===== config.mk =====
export PLATFORM = sky130hd
export DESIGN_NAME = integer_to_ascii_radix
export DESIGN_NICKNAME = d
export VERILOG_FILES = /design/src/sv/i2a_pkg.sv /design/src/sv/i2a_divider.sv /design/src/sv/integer_to_ascii_radix.sv
export SDC_FILE = /design/constraint.sdc
export NUM_CORES = 1
export LEC_CHECK = 0
export BUFFER_PORTS_ARGS = -buffer_cell sky130_fd_sc_hd__buf_2
export CAP_MARGIN = 40
export CORE_UTILIZATION = 32
export CTS_CLUSTER_SIZE = 8
export DETAILED_ROUTE_END_ITERATION = 16
export SYNTH_ARGS = -nofsm -noshare
export SYNTH_HDL_FRONTEND = slang
export SYNTH_HIERARCHICAL = 1
export SYNTH_SLANG_ARGS = --single-unit

===== constraint.sdc =====
create_clock -name clk -period 11.6 [get_ports clk]
set_clock_uncertainty 0.2 [all_clocks]
set_input_delay 2.32 -clock clk [delete_from_list [all_inputs] [get_ports clk]]
set_output_delay 2.32 -clock clk [all_outputs]
set_load 0.02 [all_outputs]

===== src/sv/i2a_pkg.sv =====
// types, constants and digit-to-character map shared by the itoa block
`default_nettype none

package i2a_pkg;

  localparam int IN_W         = 32;
  localparam int RADIX_W      = 6;
  localparam int DIGIT_W      = 5;
  localparam int CHAR_W       = 8;
  // quotient bits resolved per cycle by the divider
  localparam int BITS_PER_CYC = 8;

  typedef logic [RADIX_W-1:0] radix_t;
  typedef logic [DIGIT_W-1:0] digit_t;
  typedef logic [CHAR_W-1:0]  char_t;

  localparam radix_t MIN_RADIX  = 6'd2;
  localparam radix_t MAX_RADIX  = 6'd32;
  localparam radix_t RADIX_TEN  = 6'd10;
  localparam digit_t DIGIT_TEN  = 5'd10;

  localparam char_t DIGIT_BASE_CHAR  = 8'd48;
  localparam char_t LETTER_BASE_CHAR = 8'd65;
  localparam char_t MINUS_CHAR       = 8'd45;
  localparam char_t NUL_CHAR         = 8'd0;

  typedef struct packed {
    logic done;
    logic quo_zero;
  } div_stat_t;

  function automatic char_t digit_char(input digit_t d);
    char_t c;
    if (d >= DIGIT_TEN) begin
      c = LETTER_BASE_CHAR + CHAR_W'(d - DIGIT_TEN);
    end else begin
      c = DIGIT_BASE_CHAR + CHAR_W'(d);
    end
    return c;
  endfunction

endpackage

`default_nettype wire


===== src/sv/i2a_divider.sv =====
// iterative divide by radix, several quotient bits per cycle, one digit per run
`default_nettype none

module i2a_divider
  import i2a_pkg::*;
#(
  parameter int VALUE_BITS = 32
) (
  input  wire logic                  clk,
  input  wire logic                  rst_n,
  input  wire logic                  start,
  input  wire logic [VALUE_BITS-1:0] dividend,
  input  wire radix_t                radix,
  output logic [VALUE_BITS-1:0]      quotient,
  output digit_t                     digit,
  output div_stat_t                  stat
);

  localparam int NSTEP = (VALUE_BITS + BITS_PER_CYC - 1) / BITS_PER_CYC;
  localparam int PAD_W = NSTEP * BITS_PER_CYC;
  localparam int CNT_W = $clog2(NSTEP + 1);

  logic [PAD_W-1:0]        work_r, work_nxt;
  digit_t                  rem_r, rem_nxt;
  logic [CNT_W-1:0]        cnt_r;
  logic                    busy_r, done_r;
  logic [BITS_PER_CYC-1:0] qbits;
  radix_t                  trial;

  // restoring division over the top bits of the working word
  always_comb begin
    rem_nxt = rem_r;
    qbits   = '0;
    trial   = '0;
    for (int k = 0; k < BITS_PER_CYC; k++) begin
      trial = {rem_nxt, work_r[PAD_W-1-k]};
      if (trial >= radix) begin
        trial = trial - radix;
        qbits[BITS_PER_CYC-1-k] = 1'b1;
      end
      rem_nxt = trial[DIGIT_W-1:0];
    end
    work_nxt = (work_r << BITS_PER_CYC) | PAD_W'(qbits);
  end

  always_ff @(posedge clk) begin
    if (!rst_n) begin
      busy_r <= 1'b0;
      done_r <= 1'b0;
      cnt_r  <= '0;
    end else begin
      done_r <= busy_r && !start && (cnt_r == CNT_W'(NSTEP - 1));
      if (start) begin
        busy_r <= 1'b1;
        cnt_r  <= '0;
        work_r <= PAD_W'(dividend);
        rem_r  <= '0;
      end else if (busy_r) begin
        cnt_r  <= cnt_r + 1'b1;
        work_r <= work_nxt;
        rem_r  <= rem_nxt;
        if (cnt_r == CNT_W'(NSTEP - 1)) begin
          busy_r <= 1'b0;
        end
      end
    end
  end

  assign quotient      = work_r[VALUE_BITS-1:0];
  assign digit         = rem_r;
  assign stat.done     = done_r;
  assign stat.quo_zero = (work_r == '0);

endmodule

`default_nettype wire


===== src/sv/integer_to_ascii_radix.sv =====
// integer to ascii digit string, radix 2 to 32, one character per output word
//
//  channel | direction | ports                                    | handshake
//  --------+-----------+------------------------------------------+-----------------------
//  in      | input     | in_value[31:0] signed, in_radix[5:0]     | in_valid / in_ready
//  out     | output    | out_char_code[7:0], out_last, out_bad_radix | out_valid / out_ready
//
// each digit comes from the shared divider, which is restarted on its own quotient;
// digits are stacked lsb first and then emitted msb first, each character passing
// through S_RD and S_OUT; a minus sign, if any, goes out ahead of the digits.
// in_ready is high only in idle; the output register lets a new word in while the
// previous result still waits. rst_n is synchronous; the digit stack needs no clearing.
`default_nettype none

module integer_to_ascii_radix
  import i2a_pkg::*;
#(
  parameter int VALUE_BITS = 32
) (
  input  wire logic              clk,
  input  wire logic              rst_n,
  input  wire logic              in_valid,
  output logic                   in_ready,
  input  wire logic signed [IN_W-1:0] in_value,
  input  wire radix_t            in_radix,
  output logic                   out_valid,
  input  wire logic              out_ready,
  output char_t                  out_char_code,
  output logic                   out_last,
  output logic                   out_bad_radix
);

  localparam int ADDR_W = $clog2(VALUE_BITS);

  typedef enum logic [2:0] {
    S_IDLE,
    S_BAD,
    S_DIV,
    S_SIGN,
    S_RD,
    S_OUT
  } state_t;

  state_t                  state_r;
  radix_t                  radix_r;
  logic                    neg_r;
  logic [ADDR_W-1:0]       wr_addr_r, idx_r;
  digit_t                  rd_data_r;
  logic                    out_valid_r, out_last_r, out_bad_r;
  char_t                   out_char_r;

  logic                    accept, bad_in, neg_in, out_free, div_start, wr_en;
  logic                    out_load;
  logic [VALUE_BITS-1:0]   val_ext, mag_in, div_dividend, quotient;
  digit_t                  digit;
  div_stat_t               div_stat;
  digit_t                  stack_mem [VALUE_BITS];

  assign in_ready = (state_r == S_IDLE);
  assign accept   = in_valid && in_ready;
  assign bad_in   = (in_radix < MIN_RADIX) || (in_radix > MAX_RADIX);
  assign val_ext  = VALUE_BITS'(in_value);
  assign neg_in   = (in_radix == RADIX_TEN) && val_ext[VALUE_BITS-1];
  assign mag_in   = neg_in ? (~val_ext + 1'b1) : val_ext;
  assign out_free = !out_valid_r || out_ready;
  assign out_load = out_free && (state_r inside {S_BAD, S_SIGN, S_OUT});
  assign wr_en    = (state_r == S_DIV) && div_stat.done;

  // start the divider on the magnitude at accept, then restart it on its own quotient until it reaches zero
  assign div_start    = (accept && !bad_in) || (wr_en && !div_stat.quo_zero);
  assign div_dividend = (state_r == S_IDLE) ? mag_in : quotient;

  i2a_divider #(
    .VALUE_BITS(VALUE_BITS)
  ) u_div (
    .clk      (clk),
    .rst_n    (rst_n),
    .start    (div_start),
    .dividend (div_dividend),
    .radix    (radix_r),
    .quotient (quotient),
    .digit    (digit),
    .stat     (div_stat)
  );

  // digit stack
  always_ff @(posedge clk) begin
    if (wr_en) begin
      stack_mem[wr_addr_r] <= digit;
    end
    rd_data_r <= stack_mem[idx_r];
  end

  always_ff @(posedge clk) begin
    if (!rst_n) begin
      state_r     <= S_IDLE;
      out_valid_r <= 1'b0;
    end else begin
      if (out_valid_r && out_ready && !out_load) begin
        out_valid_r <= 1'b0;
      end
      case (state_r)
        S_IDLE: begin
          if (accept) begin
            radix_r   <= in_radix;
            neg_r     <= neg_in;
            wr_addr_r <= '0;
            state_r   <= bad_in ? S_BAD : S_DIV;
          end
        end
        S_BAD: begin
          if (out_free) begin
            out_valid_r <= 1'b1;
            out_char_r  <= NUL_CHAR;
            out_last_r  <= 1'b1;
            out_bad_r   <= 1'b1;
            state_r     <= S_IDLE;
          end
        end
        S_DIV: begin
          if (div_stat.done) begin
            if (div_stat.quo_zero) begin
              idx_r   <= wr_addr_r;
              state_r <= neg_r ? S_SIGN : S_RD;
            end else begin
              wr_addr_r <= wr_addr_r + 1'b1;
            end
          end
        end
        S_SIGN: begin
          if (out_free) begin
            out_valid_r <= 1'b1;
            out_char_r  <= MINUS_CHAR;
            out_last_r  <= 1'b0;
            out_bad_r   <= 1'b0;
            state_r     <= S_RD;
          end
        end
        S_RD: begin
          state_r <= S_OUT;
        end
        S_OUT: begin
          if (out_free) begin
            out_valid_r <= 1'b1;
            out_char_r  <= digit_char(rd_data_r);
            out_last_r  <= (idx_r == '0);
            out_bad_r   <= 1'b0;
            if (idx_r == '0) begin
              state_r <= S_IDLE;
            end else begin
              idx_r   <= idx_r - 1'b1;
              state_r <= S_RD;
            end
          end
        end
        default: begin
          state_r <= S_IDLE;
        end
      endcase
    end
  end

  assign out_valid     = out_valid_r;
  assign out_char_code = out_char_r;
  assign out_last      = out_last_r;
  assign out_bad_radix = out_bad_r;

  a_done_in_div: assert property (@(posedge clk) disable iff (!rst_n)
    div_stat.done |-> state_r == S_DIV)
    else $error("divider finished outside digit generation");

  a_bad_word: assert property (@(posedge clk) disable iff (!rst_n)
    out_valid && out_bad_radix |-> out_last && out_char_code == NUL_CHAR)
    else $error("bad radix word is not a single terminal nul");

  a_busy_after_accept: assert property (@(posedge clk) disable iff (!rst_n)
    in_valid && in_ready |=> !in_ready)
    else $error("input accepted twice in a row");

  a_bad_path: assert property (@(posedge clk) disable iff (!rst_n)
    in_valid && in_ready && (in_radix < MIN_RADIX || in_radix > MAX_RADIX)
      |=> state_r == S_BAD)
    else $error("invalid radix did not take the error path");

endmodule

`default_nettype wire

* Yosys cells after proc, flatten, opt, wreduce, memory -nomap -nowiden
Memory sizes are Yosys's and may differ from the RTL's. A register that Yosys moved wholly into a read port is not among the register bits.
Cells that the tools add are included.
** Word-level totals
- Latch bits :: 0
- Memories :: 1
- RAM bits :: 160
- Logic and storage cells :: 156
- Memory bits (read-only) :: 0
- Output and inout port bits :: 12
- Register bits :: 73
** Cells by class
- Div/mod/pow operators :: 0
- Shift-type cells :: 0
- Magnitude comparators :: 11
- Equality and inequality tests :: 17
- Muxes and demuxes :: 58
- Bitwise operators :: 3
- Reductions and logical operators :: 37
- Add/sub/neg operators :: 15
- Multipliers :: 0
** Memory list
- stack_mem :: words 32, bits a word 5, rd ports 1, clocked after memory_dff 1, write ports 1, RTL line integer_to_ascii_radix.sv:57 : digit_t stack_mem [VALUE_BITS];
** Operator list (count)
- two-way mux 32 bit :: 4
- two-way mux 5 bit :: 16
- greater-or-equal comparator 6 bit :: 8
- subtractor 5 bit :: 8
- adder 32 x 1 -> 32 bit, second input constant :: 1
- logical NOT 32 bit :: 1
- two-way mux 8 bit :: 4
- inverter 32 bit :: 1
- bitwise OR 32 x 8 -> 32 bit :: 1
- two-way mux 3 bit :: 8
- case mux 8 bit (3 select lines) :: 1
- case mux 5 bit (2 select lines) :: 2
- two-way mux 1 bit :: 19
- case mux 3 bit (6 select lines) :: 1
- inequality test 2 bit, second input constant :: 7
- AND reduction 6 bit :: 2
- logical AND 1 bit :: 10
- AND reduction 5 bit :: 2
- == test 3 x 2 -> 1 bit, second input constant :: 3
- adder 7 x 8 -> 8 bit, first input constant :: 1
- nonzero test 2 bit :: 4
- adder 6 x 5 -> 7 bit, first input constant :: 1
- == test 3 bit, second input constant :: 2
- == test 6 x 4 -> 1 bit, second input constant :: 1
- other kinds (23) :: 33

* Longest topological paths before layout
- Depth in word-level cells :: 19
- Gate-level depth with buffers :: 59
- Depth with buffers taken out :: 56

* Cells and area by module
Netlist, hierarchy kept.
** Modules (own cells, without submodules)
- integer_to_ascii_radix :: area each 9086.2 µm², instances 1, cells an instance 665
- i2a_divider :: area each 3996.3 µm², instances 1, cells an instance 399

* Least setup slack after synthesis
No wires, ideal clock.
- Path kind :: reg-to-reg
- Start point :: register radix_r[1]
- End point :: register u_div.rem_r[4] (netlist: u_div/digit[4]), data pin
- Slack :: -625 ps
- Cell stages (with the launch flop) :: 50
- Arrival time :: 11769 ps
- Path through :: edfxtp_1 > inv_1 > fa_1 > a211oi_1 > o21ai_0 > nand2_1 > mux2_2 > ha_1 > o21ai_0 > a31o_2 > a21oi_1 > mux2_2 > ha_1 > o21ai_1 > a31oi_1 > o41ai_4 > mux2_2 > ha_1 > [14 not listed] > buf_6 > nand2_1 > a21boi_0 > ha_1 > nor2b_1 > o31a_1 > a311o_1 > a21oi_2 > nor2_1 > a21o_1 > ha_1 > a2111oi_0 > o21ai_0 > o21a_1 > clkbuf_1 > and3_1 > a41o_1 > a31o_2
** On the way
- Cells in the longest elaborated chain, start to end :: 17
- Elaborated cells on any way between the ends :: 25
** RTL lines
- from (decl) :: RTL line integer_to_ascii_radix.sv:45 : radix_t radix_r;
- from (signal assigned) :: RTL line integer_to_ascii_radix.sv:105 : radix_r <= in_radix;
- subtractor 5 bit / greater-or-equal comparator 6 bit (equally long branches) :: RTL line i2a_divider.sv:38, i2a_divider.sv:37
- two-way mux 5 bit :: RTL line i2a_divider.sv:37 : if (trial >= radix) begin
- subtractor 5 bit / greater-or-equal comparator 6 bit (equally long branches) :: RTL line i2a_divider.sv:38, i2a_divider.sv:37
- two-way mux 5 bit :: RTL line i2a_divider.sv:37
- subtractor 5 bit / greater-or-equal comparator 6 bit (equally long branches) :: RTL line i2a_divider.sv:38, i2a_divider.sv:37
- two-way mux 5 bit :: RTL line i2a_divider.sv:37
- subtractor 5 bit / greater-or-equal comparator 6 bit (equally long branches) :: RTL line i2a_divider.sv:38, i2a_divider.sv:37
- two-way mux 5 bit :: RTL line i2a_divider.sv:37
- greater-or-equal comparator 6 bit / subtractor 5 bit (equally long branches) :: RTL line i2a_divider.sv:37, i2a_divider.sv:38
- two-way mux 5 bit :: RTL line i2a_divider.sv:37
- subtractor 5 bit / greater-or-equal comparator 6 bit (equally long branches) :: RTL line i2a_divider.sv:38, i2a_divider.sv:37
- two-way mux 5 bit :: RTL line i2a_divider.sv:37
- subtractor 5 bit / greater-or-equal comparator 6 bit (equally long branches) :: RTL line i2a_divider.sv:38, i2a_divider.sv:37
- two-way mux 5 bit :: RTL line i2a_divider.sv:37
- subtractor 5 bit / greater-or-equal comparator 6 bit (equally long branches) :: RTL line i2a_divider.sv:38, i2a_divider.sv:37
- two-way mux 5 bit * :: RTL line i2a_divider.sv:37
- two-way mux 5 bit * :: RTL line i2a_divider.sv:58 : end else if (busy_r) begin
- to (signal assigned) :: RTL line i2a_divider.sv:61 : rem_r <= rem_nxt;
- to (decl) :: RTL line i2a_divider.sv:24 : digit_t rem_r, rem_nxt;
Mark *: on every way between the ends. The rest lies on a longest branch, timed or not. The select of a mux whose other input is x is not followed.
A chain may end at the register's enable or synchronous reset.

* Final worst setup path
- Start point :: register u_div.work_r[31] (netlist: u_div/quotient[31])
- End point :: register u_div.rem_r[4] (netlist: u_div/digit[4]), data pin
** On the way
- Cells in the longest elaborated chain, start to end :: 17
- Elaborated cells on any way between the ends :: 29
** RTL lines
- from (decl) :: RTL line i2a_divider.sv:23 : logic [PAD_W-1:0] work_r, work_nxt;
- from (signal assigned) :: RTL line i2a_divider.sv:56 : work_r <= PAD_W'(dividend);
- from (signal assigned) :: RTL line i2a_divider.sv:60 : work_r <= work_nxt;
- subtractor 5 bit / greater-or-equal comparator 6 bit (equally long branches) :: RTL line i2a_divider.sv:38, i2a_divider.sv:37
- two-way mux 5 bit :: RTL line i2a_divider.sv:37
- subtractor 5 bit / greater-or-equal comparator 6 bit (equally long branches) :: RTL line i2a_divider.sv:38, i2a_divider.sv:37
- two-way mux 5 bit :: RTL line i2a_divider.sv:37
- subtractor 5 bit / greater-or-equal comparator 6 bit (equally long branches) :: RTL line i2a_divider.sv:38, i2a_divider.sv:37
- two-way mux 5 bit :: RTL line i2a_divider.sv:37
- subtractor 5 bit / greater-or-equal comparator 6 bit (equally long branches) :: RTL line i2a_divider.sv:38, i2a_divider.sv:37
- two-way mux 5 bit :: RTL line i2a_divider.sv:37
- subtractor 5 bit / greater-or-equal comparator 6 bit (equally long branches) :: RTL line i2a_divider.sv:38, i2a_divider.sv:37
- two-way mux 5 bit :: RTL line i2a_divider.sv:37
- greater-or-equal comparator 6 bit / subtractor 5 bit (equally long branches) :: RTL line i2a_divider.sv:37, i2a_divider.sv:38
- two-way mux 5 bit :: RTL line i2a_divider.sv:37
- subtractor 5 bit / greater-or-equal comparator 6 bit (equally long branches) :: RTL line i2a_divider.sv:38, i2a_divider.sv:37
- two-way mux 5 bit :: RTL line i2a_divider.sv:37
- subtractor 5 bit / greater-or-equal comparator 6 bit (equally long branches) :: RTL line i2a_divider.sv:38, i2a_divider.sv:37
- two-way mux 5 bit :: RTL line i2a_divider.sv:37
- two-way mux 5 bit :: RTL line i2a_divider.sv:58
Several ways; a longest one is shown, not always the timed one. The select of a mux whose other input is x is not followed.

==> flow_results.org <==
** Status
- Outcome :: complete, no violations

** Floorplan
- The region available for standard cell placement spans ~40000 µm².
- The die covers 41700 µm².
- IO Pins :: 54
- The die is 204 µm wide.
- FP Rows :: 73
- For this configuration, the core starts out at a cell density of about 33%.
- Height of the die :: a little over 200 µm

** CTS
- Cts bufs inserted :: 35
- Clk_lat worst skew :: about 0.52 ns
- CTS placed an instance of clkbuf_16 at the clock tree root.
- Clock Path Buffers :: 3
- Buffers inserted to repair hold after CTS numbered 0.
- For this design, the sink count on the clock tree is 237.
- CTS built an H-tree with a depth of 2.
- After clock tree synthesis, the clock-pin slew on the worst setup and hold paths is approximately 0.06 ns.
- TritonCTS clock tree :: done

** Routing
- The detailed router used layers up to and including met4.
- Detailed-router iteration count before antenna repair :: 5
- Detailed routing placed a total of 1720 µm of wire on met3.
- M1 WL :: between 10000 and 15000 µm
- Detailed routing placed a total of between 15000 and 20000 µm of wire on met2.
- Wire length reported by the detailed router :: 33200 µm
- The routed layout has around 9000 vias.
- After detailed routing, the number of vias per cell comes to 5.28.
- After detailed routing, the average wire length per cell comes to a little under 20 µm.
- Once detail routing completed, the nets flagged for antenna violations numbered 0.
- Initial DRC Count :: between 600 and 700
- In the routed design, unresolved DRC markers number 0.

** Global routing
- Vias in the first global route :: approximately 9000
- In the global route stage, overall resource usage came out at between 10% and 20%.
- The first global-routing pass estimated ~50000 µm of wire.
- Entering global routing, the biggest net connects between 60 and 70 pins.
- Antenna violations before repair :: 0
- Summed over all layers, the global routing overflow is 0.

** Setup path
- For this design, the slowest cell found on the critical path is or3_4.
- Delay contributed by the slowest stage of the critical path :: 0.40 ns
- Data on the critical path is required at its endpoint by 11.67 ns.
- Critical path class :: reg -> reg
- The worst setup path is captured at a flop.
- Most Frequent Cell on Critical Path :: ha_4
- The worst register-to-register path has a depth of between 50 and 60.
- Crit path arrival time :: between 10 and 15 ns
- CP Launch Type :: flop
- Along the worst path, the maximum fanout reaches 6.

** Layout
- Layout overhead on the synthesized area :: 20.8%
- Summing all multi-input logic gate instances after layout gives between 6000 and 7000 µm².
- Fill cells in the final layout number ~3800.
- Cells with a size suffix above 1 make up between 20% and 30% of the layout.
- Antenna diodes :: 0
- Final instance area :: approximately 16000 µm²
- Across the whole layout, storage elements account for roughly 7000 µm².
- In the final design database the tool counted ~1300 nets.

** Min path
- The tightest min-delay check is of the reg -> reg type.
- Depth of the worst hold-timing path :: 2

** Logic synthesis
- Synth async-reset ratio :: 0%
- Leading register cell type out of synthesis :: edfxtp_1
- After technology mapping, the gate count stands at ~1100.
- Counting every net in the synthesized netlist gives 1175.
- Yosys warns :: 6
- Summing the sequential cell areas from Yosys gives 53.3% of the chip area.
- EDFF count, synth :: about 220
- Top area cells in the synthesized netlist :: edfxtp_1 (51%), mux4_2 (6.4%), ha_1 (5.8%), mux2_2 (3.2%), xnor2_1 (2.5%)
- Share of the synthesized area in the top cell type :: roughly half
- Most repeated cell in the gate-level netlist after synthesis :: edfxtp_1
- Synth Register Bits :: approximately 240
- Post-synthesis instance area :: 13100 µm²
- The largest total area in the synthesized netlist belongs to edfxtp_1.
- Ranked by instance count, the synthesized netlist is headed by edfxtp_1 (223), nand2_1 (83), nor2_1 (81).
- A synthesized cell averages 12.3 µm².
- Number of unique standard cell types used by synthesis :: between 70 and 80

** Job
- MaxCap Viol Count :: 0

** Timing
- Worst slew slack as a fraction of its limit :: between 40% and 50%
- Slew Limit Fails :: 0
- Maximum achievable frequency :: 0.0873 GHz
- Fin crit share :: between 90% and 100%
- Final Hold Viols :: 0
- Setup violations, final :: 0
- Final min period :: roughly 11 ns
- Slew at the pin closest to its max-slew limit :: between 0.8 and 0.9 ns

** Placed design
- Count of input and output buffers :: 52
- The placed instances occupy a cell area of 14200 µm².
- The wire-length estimate of the detail-placed layout is around 22000 µm.
- Routability Congestion :: 0.882
[cell type report]
cell class,count,area share (%)
Timing Repair Buffer,116,5.03
Clock inverter,4,0.372
Clock buffer,45,5.78
Tap cell,525,4.16
Inverter,59,1.42
Multi-Input combinational cell,723,39.1
Sequential cell,237,44.1
[per-layer routing]
metal | GRT usage (%) | vias up
met3 | 2.17 | 65
li1 | - | 4243
met5 | 0 | -
met4 | 5.57 | 0
met2 | 26.1 | 296
met1 | 20.9 | 4422
[path summary, 6_finish.rpt]
kind	startpoint	endpoint	slack, ns
worst min register to register	u_div/cnt_r[2]	u_div/cnt_r[2]	0.30
worst max-delay path	u_div/quotient[31]	u_div/digit[4]	0.15
worst max register to register	u_div/quotient[31]	u_div/digit[4]	0.15
worst min-delay path	u_div/cnt_r[2]	u_div/cnt_r[2]	0.30
[layout by cell type (no fill, tap or decap), drive strengths merged, types with 10 or more instances in the layout]
cell / n
o21ai: 69
nand2: 83
inv: 60
a21oi: 38
mux2: 38
dfxtp: 14
mux4: 37
clkbuf: 46
o21a: 11
a21o: 15
o22ai: 18
xor2: 22
nand2b: 10
nand3: 16
nor2: 81
nor3: 16
or3: 12
nor2b: 11
a31oi: 17
buf: 115
ha: 61
mux2i: 15
edfxtp: 223
xnor2: 37
nor4: 18
[cells by family (layout without fill, tap and decap cells)]
group                    after synthesis  in the layout  share of synthesized area [%]
multiplexers                          90             90                           10.8
other                                  1              1                         0.0287
buffers and inverters                104            224                           3.20
AO/OA/AOI/OAI                        221            221                           10.8
AND/OR/NAND/NOR                      283            283                           10.8
flip-flops                           237            237                           53.3
XOR/XNOR                              59             59                           3.95
adder cells (fa/ha/maj)               69             69                           7.06
[worst max-delay path: cells and delay by family, from the launching register on]
| kind | cells | cell delay (ns) |
|---|---|---|
| AOI/OAI and AO/OA | 25 | 4.82 |
| adders and majority gates | 9 | 2.33 |
| buffers and inverters | 8 | 0.91 |
| DFF | 1 | 0.39 |
| muxes | 4 | 1.04 |
| and+or+nand+nor | 9 | 1.52 |
[what timing repair did]
item / CTS / global route
pin swaps: 3 / 43
endpoints found under the setup margin: 6 / 6
setup buffers: 5 / 23
resized for setup: 8 / 72
cloned: 0 / 1
[sequential cells by signal, summed over array words and instances, names as in the netlist, 3 cells and up]
register        flops
u_div/quotient     32
radix_r             6
state_r             3
wr_addr_r           5
stack_mem         160
u_div/digit         5
idx_r               5
out_char_code       7
rd_data_r           5
u_div/cnt_r         3
[through the flow]
stage                     std cells  worst slack [ns]  hold slack (ns)  util [%]  TNS (ns)
after CTS                      1685           0.00817            0.299      38.0         0
after floorplan                1064            0.0231            0.265         -         0
after global routing           1709            -0.271            0.310      39.5    -0.804
after global placement         1630           -0.0193            0.278      35.4   -0.0193
final                          1709             0.149            0.302      39.5         0
after detailed placement       1631            -0.299            0.292      35.4     -1.21
Power is not shown: default switching activity piles up to over one toggle a cycle in this logic, so the estimate is an artifact.
